==> src/design/spld_pkg.sv <==
// shared constants and codes for the spectrum peak led driver
`timescale 1ns / 1ps
`default_nettype none

package spld_pkg;

   // data path widths
   localparam int unsigned RADICAND_W = 32;
   localparam int unsigned ROOT_W     = 16;
   localparam int unsigned MAG_W      = 15;
   localparam int unsigned PROD_W     = 26;
   localparam int unsigned QUOT_W     = 16;
   localparam int unsigned DUTY_W     = 10;

   // square root iterations, two radicand bits each
   localparam int unsigned ROOT_STEPS = RADICAND_W / 2;

   // constant divider for compare scaling
   localparam int unsigned DIVISOR    = 1000;
   localparam int unsigned DIV_REM_W  = 10;

   localparam logic [MAG_W-1:0] MAG_MAX = 15'd32767;

   // configuration register indexes
   localparam logic CSR_MODE   = 1'b0;
   localparam logic CSR_PERIOD = 1'b1;

   // display programs
   localparam logic [1:0] MODE_BAND = 2'd0;
   localparam logic [1:0] MODE_PEAK = 2'd1;
   localparam logic [1:0] MODE_FREQ = 2'd2;

   localparam logic [15:0] PWM_PERIOD_RESET = 16'd999;

   // led port patterns
   localparam logic [6:0] LED_OFF = 7'h00;
   localparam logic [6:0] LED1    = 7'h10;
   localparam logic [6:0] LED2    = 7'h20;
   localparam logic [6:0] LED3    = 7'h40;
   localparam logic [6:0] LED4    = 7'h02;

   // magnitude thresholds
   localparam logic [MAG_W-1:0] PEAK_BAND_LED1 = 15'd1000;
   localparam logic [MAG_W-1:0] PEAK_LEVEL_3   = 15'd600;
   localparam logic [MAG_W-1:0] PEAK_LEVEL_2   = 15'd1200;
   localparam logic [MAG_W-1:0] PEAK_LEVEL_1   = 15'd5000;
   localparam logic [MAG_W-1:0] BAND_FULL      = 15'd600;

   localparam logic [DUTY_W-1:0] DUTY_FULL = 10'd1000;

   // floor(5*m/3) == (m * 218455) >> 17 for m below 600
   localparam logic [17:0] FIVE_THIRDS_MUL   = 18'd218455;
   localparam int unsigned FIVE_THIRDS_SHIFT = 17;

endpackage

`default_nettype wire

==> src/design/spld_isqrt.sv <==
// digit-by-digit integer square root, two radicand bits per cycle
`timescale 1ns / 1ps
`default_nettype none

module spld_isqrt (
   input  wire logic                             clock,
   input  wire logic                             reset,
   input  wire logic                             start,
   input  wire logic [spld_pkg::RADICAND_W-1:0]  radicand,
   output logic                                  done,
   output logic      [spld_pkg::ROOT_W-1:0]      root
);

   localparam int unsigned CNT_W = $clog2(spld_pkg::ROOT_STEPS);
   localparam int unsigned REM_W = spld_pkg::ROOT_W + 1;
   localparam int unsigned TRY_W = REM_W + 2;

   logic                              busy_ff,  busy_in;
   logic                              done_ff,  done_in;
   logic [CNT_W-1:0]                  count_ff, count_in;
   logic [spld_pkg::RADICAND_W-1:0]   rad_ff,   rad_in;
   logic [REM_W-1:0]                  rem_ff,   rem_in;
   logic [spld_pkg::ROOT_W-1:0]       root_ff,  root_in;

   logic [TRY_W-1:0] shifted_rem;
   logic [TRY_W-1:0] trial;
   logic [TRY_W-1:0] diff;

   always_comb begin
      shifted_rem = {rem_ff, rad_ff[spld_pkg::RADICAND_W-1 -: 2]};
      trial       = {1'b0, root_ff, 2'b01};
      diff        = shifted_rem - trial;

      busy_in  = busy_ff;
      done_in  = 1'b0;
      count_in = count_ff;
      rad_in   = rad_ff;
      rem_in   = rem_ff;
      root_in  = root_ff;

      if (start) begin
         busy_in  = 1'b1;
         count_in = '0;
         rad_in   = radicand;
         rem_in   = '0;
         root_in  = '0;
      end else if (busy_ff) begin
         rad_in = {rad_ff[spld_pkg::RADICAND_W-3:0], 2'b00};
         if (shifted_rem >= trial) begin
            rem_in  = diff[REM_W-1:0];
            root_in = {root_ff[spld_pkg::ROOT_W-2:0], 1'b1};
         end else begin
            rem_in  = shifted_rem[REM_W-1:0];
            root_in = {root_ff[spld_pkg::ROOT_W-2:0], 1'b0};
         end
         count_in = count_ff + 1'b1;
         if (count_ff == CNT_W'(spld_pkg::ROOT_STEPS - 1)) begin
            busy_in = 1'b0;
            done_in = 1'b1;
         end
      end
   end

   always_ff @(posedge clock) begin
      if (reset) begin
         busy_ff <= 1'b0;
         done_ff <= 1'b0;
      end else begin
         busy_ff <= busy_in;
         done_ff <= done_in;
      end
      count_ff <= count_in;
      rad_ff   <= rad_in;
      rem_ff   <= rem_in;
      root_ff  <= root_in;
   end

   assign done = done_ff;
   assign root = root_ff;

endmodule

`default_nettype wire

==> src/design/spld_div1000.sv <==
// bit-serial restoring division by the constant compare scale
`timescale 1ns / 1ps
`default_nettype none

module spld_div1000 (
   input  wire logic                          clock,
   input  wire logic                          reset,
   input  wire logic                          start,
   input  wire logic [spld_pkg::PROD_W-1:0]   dividend,
   output logic                               done,
   output logic      [spld_pkg::QUOT_W-1:0]   quotient
);

   localparam int unsigned CNT_W = $clog2(spld_pkg::PROD_W);
   localparam int unsigned TRY_W = spld_pkg::DIV_REM_W + 1;
   localparam logic [TRY_W-1:0] DIVISOR_T = TRY_W'(spld_pkg::DIVISOR);

   logic                            busy_ff,  busy_in;
   logic                            done_ff,  done_in;
   logic [CNT_W-1:0]                count_ff, count_in;
   logic [spld_pkg::PROD_W-1:0]     num_ff,   num_in;
   logic [spld_pkg::DIV_REM_W-1:0]  rem_ff,   rem_in;
   logic [spld_pkg::QUOT_W-1:0]     quot_ff,  quot_in;

   logic [TRY_W-1:0] shifted_rem;
   logic [TRY_W-1:0] diff;

   always_comb begin
      shifted_rem = {rem_ff, num_ff[spld_pkg::PROD_W-1]};
      diff        = shifted_rem - DIVISOR_T;

      busy_in  = busy_ff;
      done_in  = 1'b0;
      count_in = count_ff;
      num_in   = num_ff;
      rem_in   = rem_ff;
      quot_in  = quot_ff;

      if (start) begin
         busy_in  = 1'b1;
         count_in = '0;
         num_in   = dividend;
         rem_in   = '0;
         quot_in  = '0;
      end else if (busy_ff) begin
         num_in = {num_ff[spld_pkg::PROD_W-2:0], 1'b0};
         if (shifted_rem >= DIVISOR_T) begin
            rem_in  = diff[spld_pkg::DIV_REM_W-1:0];
            quot_in = {quot_ff[spld_pkg::QUOT_W-2:0], 1'b1};
         end else begin
            rem_in  = shifted_rem[spld_pkg::DIV_REM_W-1:0];
            quot_in = {quot_ff[spld_pkg::QUOT_W-2:0], 1'b0};
         end
         count_in = count_ff + 1'b1;
         if (count_ff == CNT_W'(spld_pkg::PROD_W - 1)) begin
            busy_in = 1'b0;
            done_in = 1'b1;
         end
      end
   end

   always_ff @(posedge clock) begin
      if (reset) begin
         busy_ff <= 1'b0;
         done_ff <= 1'b0;
      end else begin
         busy_ff <= busy_in;
         done_ff <= done_in;
      end
      count_ff <= count_in;
      num_ff   <= num_in;
      rem_ff   <= rem_in;
      quot_ff  <= quot_in;
   end

   assign done     = done_ff;
   assign quotient = quot_ff;

endmodule

`default_nettype wire

==> src/design/spectrum_peak_led_driver_core.sv <==
// top level: per-bin magnitude, frame peak tracking and led pattern result
//
// req channel carries one complex spectrum bin per transfer; req_tlast marks
// the final bin of a frame. a bin holds the core from its transfer to the
// earliest next transfer: squaring of the real and the imaginary part, the
// root start, a 16-step digit-serial square root (two radicand bits per cycle),
// folding the magnitude into the peak, low band and mid band trackers, and
// the idle state that takes the next bin.
// after the last bin come duty scaling, product, divider start, then two
// bit-serial dividers by 1000 that run side by side for 26 steps, then the
// result load into the rsp output register, which waits until that register
// is free.
// one rsp transfer per frame, none for other bins. the result sits in the
// output register, so the next frame's bins are taken while it waits; only
// a second frame end stalls (req_tready low) until rsp_tready drains it.
// csr writes (index 0 mode, index 1 pwm period) are taken every cycle and
// belong in idle periods. reset: mode 0, period 999, frame trackers cleared,
// no result pending. frame state clears again after every result.
`timescale 1ns / 1ps
`default_nettype none

module spectrum_peak_led_driver_core #(
   parameter int unsigned BINS = 512
) (
   input  wire logic        clock,
   input  wire logic        reset,

   // bin input
   input  wire logic        req_tvalid,
   output logic             req_tready,
   input  wire logic [31:0] req_tdata,  // re_part[15:0], im_part[31:16]
   input  wire logic        req_tlast,  // last_bin

   // frame result
   output logic             rsp_tvalid,
   input  wire logic        rsp_tready,
   // led_port[6:0], low_compare[22:7], mid_compare[38:23],
   // peak_value[53:39], peak_bin[62:54], zero[63]
   output logic      [63:0] rsp_tdata,
   output logic             rsp_tuser,  // update_pwm

   // register writes
   input  wire logic        csr_valid,
   output logic             csr_ready,
   input  wire logic        csr_index,
   input  wire logic [15:0] csr_data
);

   localparam int unsigned IDX_W = $clog2(BINS);
   localparam int unsigned MAG_W = spld_pkg::MAG_W;

   // band edges, inclusive
   localparam logic [IDX_W:0] LOW_LO = (IDX_W+1)'(20 * BINS / 8000);
   localparam logic [IDX_W:0] LOW_HI = (IDX_W+1)'(700 * BINS / 8000);
   localparam logic [IDX_W:0] MID_LO = (IDX_W+1)'(700 * BINS / 8000);
   localparam logic [IDX_W:0] MID_HI = (IDX_W+1)'(7000 * BINS / 8000);
   localparam logic [IDX_W:0] BIN_END = (IDX_W+1)'(BINS);

   // bin*8000 < f*BINS  <=>  bin < ceil(f*BINS/8000)
   localparam logic [IDX_W:0] FREQ_LOW_LIMIT = (IDX_W+1)'((200 * BINS + 7999) / 8000);
   localparam logic [IDX_W:0] FREQ_MID_LIMIT = (IDX_W+1)'((2000 * BINS + 7999) / 8000);

   typedef enum logic [3:0] {
      ST_IDLE,
      ST_SQ_RE,
      ST_SQ_IM,
      ST_ROOT_GO,
      ST_ROOT,
      ST_DUTY,
      ST_SCALE,
      ST_DIV_GO,
      ST_DIV,
      ST_RESULT
   } state_type;

   state_type state_ff, state_in;

   // configuration
   logic [1:0]  mode_ff,   mode_in;
   logic [15:0] period_ff, period_in;

   // current bin
   logic [16:0] abs_re_ff, abs_re_in;
   logic [16:0] abs_im_ff, abs_im_in;
   logic        last_ff,   last_in;
   logic [30:0] sq_re_ff,  sq_re_in;
   logic [30:0] sq_im_ff,  sq_im_in;

   // frame trackers
   logic [IDX_W-1:0] bin_count_ff,  bin_count_in;
   logic [MAG_W-1:0] peak_mag_ff,   peak_mag_in;
   logic [IDX_W-1:0] peak_index_ff, peak_index_in;
   logic [MAG_W-1:0] low_max_ff,    low_max_in;
   logic [MAG_W-1:0] mid_max_ff,    mid_max_in;

   // frame end scaling
   logic [spld_pkg::DUTY_W-1:0] duty_low_ff, duty_low_in;
   logic [spld_pkg::DUTY_W-1:0] duty_mid_ff, duty_mid_in;
   logic [spld_pkg::PROD_W-1:0] prod_low_ff, prod_low_in;
   logic [spld_pkg::PROD_W-1:0] prod_mid_ff, prod_mid_in;

   // output register
   logic        rsp_valid_ff, rsp_valid_in;
   logic [63:0] rsp_data_ff,  rsp_data_in;
   logic        rsp_user_ff,  rsp_user_in;

   // unit hookups
   logic                              root_start;
   logic [spld_pkg::RADICAND_W-1:0]   radicand;
   logic                              root_done;
   logic [spld_pkg::ROOT_W-1:0]       root;
   logic                              div_start;
   logic                              div_low_done, div_mid_done;
   logic [spld_pkg::QUOT_W-1:0]       quot_low, quot_mid;

   // helpers
   logic [16:0]      re_ext, im_ext;
   logic [33:0]      re_square, im_square;
   logic [MAG_W-1:0] mag;
   logic [IDX_W:0]   idx_ext, idx_next;
   logic [IDX_W:0]   peak_idx_ext;
   logic [27:0]      five_low, five_mid;
   logic [IDX_W+8:0] peak_bin_wide;
   logic [6:0]       led;
   logic             upd;
   logic [15:0]      low_cmp, mid_cmp;

   spld_isqrt u_isqrt (
      .clock    (clock),
      .reset    (reset),
      .start    (root_start),
      .radicand (radicand),
      .done     (root_done),
      .root     (root)
   );

   spld_div1000 u_div_low (
      .clock    (clock),
      .reset    (reset),
      .start    (div_start),
      .dividend (prod_low_ff),
      .done     (div_low_done),
      .quotient (quot_low)
   );

   spld_div1000 u_div_mid (
      .clock    (clock),
      .reset    (reset),
      .start    (div_start),
      .dividend (prod_mid_ff),
      .done     (div_mid_done),
      .quotient (quot_mid)
   );

   always_comb begin
      // magnitude of a two's complement part, 17 bits so -32768 fits
      re_ext    = {req_tdata[15], req_tdata[15:0]};
      im_ext    = {req_tdata[31], req_tdata[31:16]};
      re_square = abs_re_ff * abs_re_ff;
      im_square = abs_im_ff * abs_im_ff;
      radicand  = {1'b0, sq_re_ff} + {1'b0, sq_im_ff};

      // saturate roots above 32767
      mag      = root[spld_pkg::ROOT_W-1] ? spld_pkg::MAG_MAX : root[MAG_W-1:0];
      idx_ext  = {1'b0, bin_count_ff};
      idx_next = idx_ext + 1'b1;

      five_low = 28'(low_max_ff[spld_pkg::DUTY_W-1:0]) * 28'(spld_pkg::FIVE_THIRDS_MUL);
      five_mid = 28'(mid_max_ff[spld_pkg::DUTY_W-1:0]) * 28'(spld_pkg::FIVE_THIRDS_MUL);

      peak_idx_ext  = {1'b0, peak_index_ff};
      peak_bin_wide = {9'd0, peak_index_ff};

      // led pattern by display program
      led     = spld_pkg::LED_OFF;
      upd     = 1'b0;
      low_cmp = '0;
      mid_cmp = '0;
      case (mode_ff)
         spld_pkg::MODE_BAND: begin
            led     = (peak_mag_ff > spld_pkg::PEAK_BAND_LED1) ? spld_pkg::LED1
                                                               : spld_pkg::LED4;
            upd     = 1'b1;
            low_cmp = quot_low;
            mid_cmp = quot_mid;
         end
         spld_pkg::MODE_PEAK: begin
            if (peak_mag_ff <= spld_pkg::PEAK_LEVEL_3) begin
               led = spld_pkg::LED3;
            end else if (peak_mag_ff <= spld_pkg::PEAK_LEVEL_2) begin
               led = spld_pkg::LED2;
            end else if (peak_mag_ff <= spld_pkg::PEAK_LEVEL_1) begin
               led = spld_pkg::LED1;
            end else begin
               led = spld_pkg::LED_OFF;
            end
         end
         spld_pkg::MODE_FREQ: begin
            if (peak_idx_ext < FREQ_LOW_LIMIT) begin
               led = spld_pkg::LED3;
            end else if (peak_idx_ext < FREQ_MID_LIMIT) begin
               led = spld_pkg::LED2;
            end else begin
               led = spld_pkg::LED1;
            end
         end
         default: begin
            led = spld_pkg::LED_OFF;
         end
      endcase

      state_in      = state_ff;
      mode_in       = mode_ff;
      period_in     = period_ff;
      abs_re_in     = abs_re_ff;
      abs_im_in     = abs_im_ff;
      last_in       = last_ff;
      sq_re_in      = sq_re_ff;
      sq_im_in      = sq_im_ff;
      bin_count_in  = bin_count_ff;
      peak_mag_in   = peak_mag_ff;
      peak_index_in = peak_index_ff;
      low_max_in    = low_max_ff;
      mid_max_in    = mid_max_ff;
      duty_low_in   = duty_low_ff;
      duty_mid_in   = duty_mid_ff;
      prod_low_in   = prod_low_ff;
      prod_mid_in   = prod_mid_ff;
      rsp_valid_in  = rsp_valid_ff;
      rsp_data_in   = rsp_data_ff;
      rsp_user_in   = rsp_user_ff;
      root_start    = 1'b0;
      div_start     = 1'b0;

      if (csr_valid) begin
         case (csr_index)
            spld_pkg::CSR_MODE:   mode_in   = csr_data[1:0];
            spld_pkg::CSR_PERIOD: period_in = csr_data;
            default: ;
         endcase
      end

      // result transfer drains the output register
      if (rsp_valid_ff && rsp_tready) begin
         rsp_valid_in = 1'b0;
      end

      case (state_ff)
         ST_IDLE: begin
            if (req_tvalid) begin
               abs_re_in = re_ext[16] ? (17'd0 - re_ext) : re_ext;
               abs_im_in = im_ext[16] ? (17'd0 - im_ext) : im_ext;
               last_in   = req_tlast;
               state_in  = ST_SQ_RE;
            end
         end
         ST_SQ_RE: begin
            sq_re_in = re_square[30:0];
            state_in = ST_SQ_IM;
         end
         ST_SQ_IM: begin
            sq_im_in = im_square[30:0];
            state_in = ST_ROOT_GO;
         end
         ST_ROOT_GO: begin
            root_start = 1'b1;
            state_in   = ST_ROOT;
         end
         ST_ROOT: begin
            if (root_done) begin
               // earliest bin keeps an equal peak
               if (mag > peak_mag_ff) begin
                  peak_mag_in   = mag;
                  peak_index_in = bin_count_ff;
               end
               if (idx_ext >= LOW_LO && idx_ext <= LOW_HI && mag > low_max_ff) begin
                  low_max_in = mag;
               end
               if (idx_ext >= MID_LO && idx_ext <= MID_HI && mag > mid_max_ff) begin
                  mid_max_in = mag;
               end
               // index wraps on frames longer than BINS
               bin_count_in = (idx_next >= BIN_END) ? '0 : idx_next[IDX_W-1:0];
               state_in     = last_ff ? ST_DUTY : ST_IDLE;
            end
         end
         ST_DUTY: begin
            duty_low_in = (low_max_ff >= spld_pkg::BAND_FULL) ? spld_pkg::DUTY_FULL
               : five_low[spld_pkg::FIVE_THIRDS_SHIFT +: spld_pkg::DUTY_W];
            duty_mid_in = (mid_max_ff >= spld_pkg::BAND_FULL) ? spld_pkg::DUTY_FULL
               : five_mid[spld_pkg::FIVE_THIRDS_SHIFT +: spld_pkg::DUTY_W];
            state_in = ST_SCALE;
         end
         ST_SCALE: begin
            prod_low_in = spld_pkg::PROD_W'(duty_low_ff) * spld_pkg::PROD_W'(period_ff);
            prod_mid_in = spld_pkg::PROD_W'(duty_mid_ff) * spld_pkg::PROD_W'(period_ff);
            state_in    = ST_DIV_GO;
         end
         ST_DIV_GO: begin
            div_start = 1'b1;
            state_in  = ST_DIV;
         end
         ST_DIV: begin
            if (div_low_done && div_mid_done) begin
               state_in = ST_RESULT;
            end
         end
         ST_RESULT: begin
            if (!rsp_valid_ff || rsp_tready) begin
               rsp_valid_in  = 1'b1;
               rsp_data_in   = {1'b0, peak_bin_wide[8:0], peak_mag_ff, mid_cmp, low_cmp, led};
               rsp_user_in   = upd;
               bin_count_in  = '0;
               peak_mag_in   = '0;
               peak_index_in = '0;
               low_max_in    = '0;
               mid_max_in    = '0;
               state_in      = ST_IDLE;
            end
         end
         default: begin
            state_in = ST_IDLE;
         end
      endcase
   end

   always_ff @(posedge clock) begin
      if (reset) begin
         state_ff      <= ST_IDLE;
         mode_ff       <= spld_pkg::MODE_BAND;
         period_ff     <= spld_pkg::PWM_PERIOD_RESET;
         bin_count_ff  <= '0;
         peak_mag_ff   <= '0;
         peak_index_ff <= '0;
         low_max_ff    <= '0;
         mid_max_ff    <= '0;
         rsp_valid_ff  <= 1'b0;
      end else begin
         state_ff      <= state_in;
         mode_ff       <= mode_in;
         period_ff     <= period_in;
         bin_count_ff  <= bin_count_in;
         peak_mag_ff   <= peak_mag_in;
         peak_index_ff <= peak_index_in;
         low_max_ff    <= low_max_in;
         mid_max_ff    <= mid_max_in;
         rsp_valid_ff  <= rsp_valid_in;
      end
      abs_re_ff   <= abs_re_in;
      abs_im_ff   <= abs_im_in;
      last_ff     <= last_in;
      sq_re_ff    <= sq_re_in;
      sq_im_ff    <= sq_im_in;
      duty_low_ff <= duty_low_in;
      duty_mid_ff <= duty_mid_in;
      prod_low_ff <= prod_low_in;
      prod_mid_ff <= prod_mid_in;
      rsp_data_ff <= rsp_data_in;
      rsp_user_ff <= rsp_user_in;
   end

   assign req_tready = (state_ff == ST_IDLE);
   assign rsp_tvalid = rsp_valid_ff;
   assign rsp_tdata  = rsp_data_ff;
   assign rsp_tuser  = rsp_user_ff;
   assign csr_ready  = 1'b1;

endmodule

`default_nettype wire
==> config.mk <==
export PLATFORM = sky130hd
export DESIGN_NAME = spectrum_peak_led_driver_core
export DESIGN_NICKNAME = d
export VERILOG_FILES = /design/src/design/spld_pkg.sv /design/src/design/spld_isqrt.sv /design/src/design/spld_div1000.sv /design/src/design/spectrum_peak_led_driver_core.sv
export SDC_FILE = /design/constraint.sdc
export NUM_CORES = 2
export LEC_CHECK = 0
export BUFFER_PORTS_ARGS = -buffer_cell sky130_fd_sc_hd__buf_2
export CAP_MARGIN = 20
export CORE_ASPECT_RATIO = 0.8
export CORE_MARGIN = 5
export CORE_UTILIZATION = 35
export DETAILED_ROUTE_END_ITERATION = 6
export PLACE_DENSITY = 0.61
export SYNTH_ARGS = -nofsm -noshare
export SYNTH_HDL_FRONTEND = slang
export SYNTH_SLANG_ARGS = --single-unit
==> constraint.sdc <==
create_clock -name clock -period 13.89 [get_ports clock]
set_input_delay 2.0835 -clock clock [delete_from_list [all_inputs] [get_ports clock]]
set_output_delay 2.0835 -clock clock [all_outputs]
set_load 0.05 [all_outputs]
==> metrics.md <==
| Metric | Value |
|---|---|
| Gates resized, CTS repair | `0` |
| DRT Pass-1 Iters | `5` |
| Ys flop type | `edfxtp_1` |
| Final antenna-violating net count | `0` |
| R2R Setup Slk | `~7.1 ns` |
| Yosys warnings | `0` |
| FF-to-FF path depth | `20` |
| RSZ-0062 raised after global routing | `false` |
| Pin count of the biggest net entering global routing | `65` |
| Setup-failing EPs final | `0` |
| Critical path class | `register to register` |
| Layout cells sized above 1 | `0.0621` |
| First-pass GRT wire length | `195 mm` |
| CP required | `about 14 ns` |
| Setup TNS Final | `0 ns` |
| Num CTS Buffers | `53` |
| Reg2reg end | `sq_re_ff[30]$_DFFE_PP_` |
| Number of global-route vias before repair | `37900` |
| Synth Cell Area | `approximately 0.053 mm^2` |
| # H-tree levels | `2` |
| Sequential fraction of the synthesis area | `0.247` |
| WL/cell | `15.4 um` |
| Maximum buffer depth of the clock tree | `3` |
| Total track usage | `0.146` |
| Synth Instances | `about 5400` |
| Post-layout util | `0.381` |
| HP Class | `register to register` |
| I/O Pins | `123` |
| Vias post-DR | `35900` |
| Final Hold Fails | `0` |
| Synth async-reset ratio | `0` |
| Row count | `128` |
| Slew headroom | `0.290` |
| Crit path DAT | `between 7 and 8 ns` |
| Critical-path maximum fanout | `18` |
| Die width | `about 450 um` |
| PortBufs | `117` |
| Initial Utilization | `0.352` |
| Hold Path Depth | `0` |
| Die ar. | `roughly 0.16 mm^2` |
| Pre-CTS setup slack | `7.10 ns` |
| DRC viols | `0` |
| Vias per inst | `between 4 and 5` |
| Final Cycle Share | `0.490` |
| FF+latch count, synth | `approximately 500` |
| Hold Crit Endpoint | `rsp_tdata[54]$_DFFE_PP_` |
| CP dominant cell by count | `fa_1` |
| Mapped Avg Cell Area | `slightly below 10 um^2` |
| CTS Sinks | `between 500 and 600` |
| Status | `completed` |
| Setup Skew | `between 0.03 and 0.04 ns` |
| HPWL after DPL | `~90 mm` |
| Clk slew on worst S/H paths | `0.08 ns` |
| Area growth syn-to-layout | `8.40%` |
| Total congestion overflow | `0` |
| Core Area | `around 0.15 mm^2` |
| Critical path launch point type | `register` |
| Number of distinct library cells after synthesis | `86` |
| Die Ht | `between 300 and 400 um` |
| Net count, final | `6740` |
| Max incr delay on CP | `about 0.88 ns` |
| Tightest hold margin | `around 0.46 ns` |
| Clock latency on the worst-skew pair | `~0.63 ns` |
| Max Fclk | `around 150 MHz` |
| Initial antenna violation count | `0` |
| Slowest CP cell | `edfxtp_1` |
| EDFF count, synth | `about 310` |
| Crit end category | `register` |
| Max Slew Vio Count | `0` |
| Worst-path cell chain | `nand2_1, fa_1, inv_1, fa_1, inv_1, fa_1, inv_1, fa_1, fa_1, inv_1, fa_1, inv_1, ha_1, a211oi_1, nand2_1, o21ai_1, o21ai_1, a221o_1, a221oi_1, xnor2_1` |
| Initial DRC count | `approximately 1900` |
| Time the worst path needs with I/O delays and setup | `between 6 and 7 ns` |
| Max-cap violations | `0` |
| Reg2reg start | `abs_re_ff[5]$_DFFE_PP_` |
| GPL Wtd Cong | `around 0.83` |
| Pin slew with the least headroom to its limit | `between 1 and 1.5 ns` |
| Root Buffer | `clkbuf_16` |
| Hold_sp | `peak_index_ff[0]$_SDFFE_PP0P_` |
| Final WS setup | `just over 7 ns` |
| Buffer count from post-CTS setup fixing | `0` |
| Most frequent cells in the layout | `1026 x inv_1, 697 x fa_1, 577 x ha_1` |
| Post-Route WL | `around 110 mm` |
| Most common cell after layout, fill and taps aside | `inv_1` |
| Hold buffers post-CTS | `0` |
| CTS tree | `yes` |
==> how the worst max path moves through the flow <==
stage / startpoint / endpoint / slack (ns) / depth (start not counted)
after detailed placement: abs_re_ff[5]$_DFFE_PP_ / sq_re_ff[30]$_DFFE_PP_ / 7.10 / 20
final: abs_re_ff[5]$_DFFE_PP_ / sq_re_ff[30]$_DFFE_PP_ / 7.08 / 20
after global routing: abs_re_ff[5]$_DFFE_PP_ / sq_re_ff[30]$_DFFE_PP_ / 6.75 / 20
after global placement: abs_re_ff[5]$_DFFE_PP_ / sq_re_ff[30]$_DFFE_PP_ / 7.18 / 20
after CTS: abs_re_ff[5]$_DFFE_PP_ / sq_re_ff[30]$_DFFE_PP_ / 7.10 / 20
after floorplan: abs_re_ff[5]$_DFFE_PP_ / sq_re_ff[30]$_DFFE_PP_ / 7.74 / 21
==> flip-flops by register name, summed over array words and instances (netlist names), 16 cells and up <==
signal / cells
u_div_mid.num_ff: 26
abs_re_ff: 17
prod_mid_ff: 26
abs_im_ff: 17
u_isqrt.root: 16
prod_low_ff: 26
u_isqrt.rad_ff: 32
u_div_mid.quotient: 16
u_div_low.quotient: 16
sq_re_ff: 30
rsp_tdata: 60
u_div_low.num_ff: 26
sq_im_ff: 30
u_isqrt.rem_ff: 17
period_ff: 16
==> stage by stage <==
step	cells	cell area [um^2]
after CTS	7469	57900
after floorplan	5384	53500
after global placement	7368	56100
after global routing	7470	57900
final	7471	57900
after detailed placement	7370	56100
==> logic make-up (layout without fill, tap and decap cells) <==
| group | after synthesis | in the layout | synth area share |
|---|---|---|---|
| buf+inv | 1203 | 1274 | 0.0855 |
| mux | 172 | 172 | 0.0335 |
| fa+ha+maj | 1274 | 1274 | 0.396 |
| other cells | 2 | 8 | 0.000141 |
| xor+xnor | 235 | 235 | 0.0385 |
| compound gates | 642 | 642 | 0.0782 |
| simple gates | 1348 | 1348 | 0.121 |
| flops | 503 | 503 | 0.247 |
==> area by class of cell <==
class	instances	area, um^2
repair buffers	149	856
clock buffers	63	1410
diodes	1	2.50
well taps	2015	2520
clock inverters	36	360
flip-flops and latches	503	13200
inverters	1026	3850
multi-input cells	3678	35700
fillers	15000	94100
==> cells in the mapped netlist (all sizes together) (39+ instances only) <==
cell type / n / area share
and2: 284 / 0.033
inv: 1026 / 0.072
clkbuf: 158 / 0.011
a21o: 99 / 0.014
ha: 577 / 0.14
fa: 697 / 0.26
nand3: 40 / 0.0037
xnor2: 166 / 0.027
xor2: 69 / 0.011
nor2: 264 / 0.019
nand2: 525 / 0.037
o21ai: 140 / 0.013
a21oi: 202 / 0.019
mux2i: 119 / 0.022
edfxtp: 312 / 0.18
nor3: 40 / 0.0041
nand4: 39 / 0.0046
dfxtp: 191 / 0.072
mux2: 53 / 0.011
==> worst max-delay path: cells and delay by family, from the launching register on <==
kind                       cells  cell delay [ns]
AOI/OAI and AO/OA              5             1.54
xor gates and xnor gates       1             0.12
adders and majority gates      7             3.52
buffers and inverters          5             0.27
DFF                            1             0.88
and+or+nand+nor                2             0.26
==> layer usage <==
metal,global-route usage,share of wire,vias to the layer above
li1,-,-,17400
met1,0.201,0.47,17800
met2,0.249,0.47,576
met3,0.0158,0.036,138
met4,0.0282,0.021,0
met5,0,0,-
Power is not shown: default switching activity piles up to over one toggle a cycle in this logic, so the estimate is an artifact.
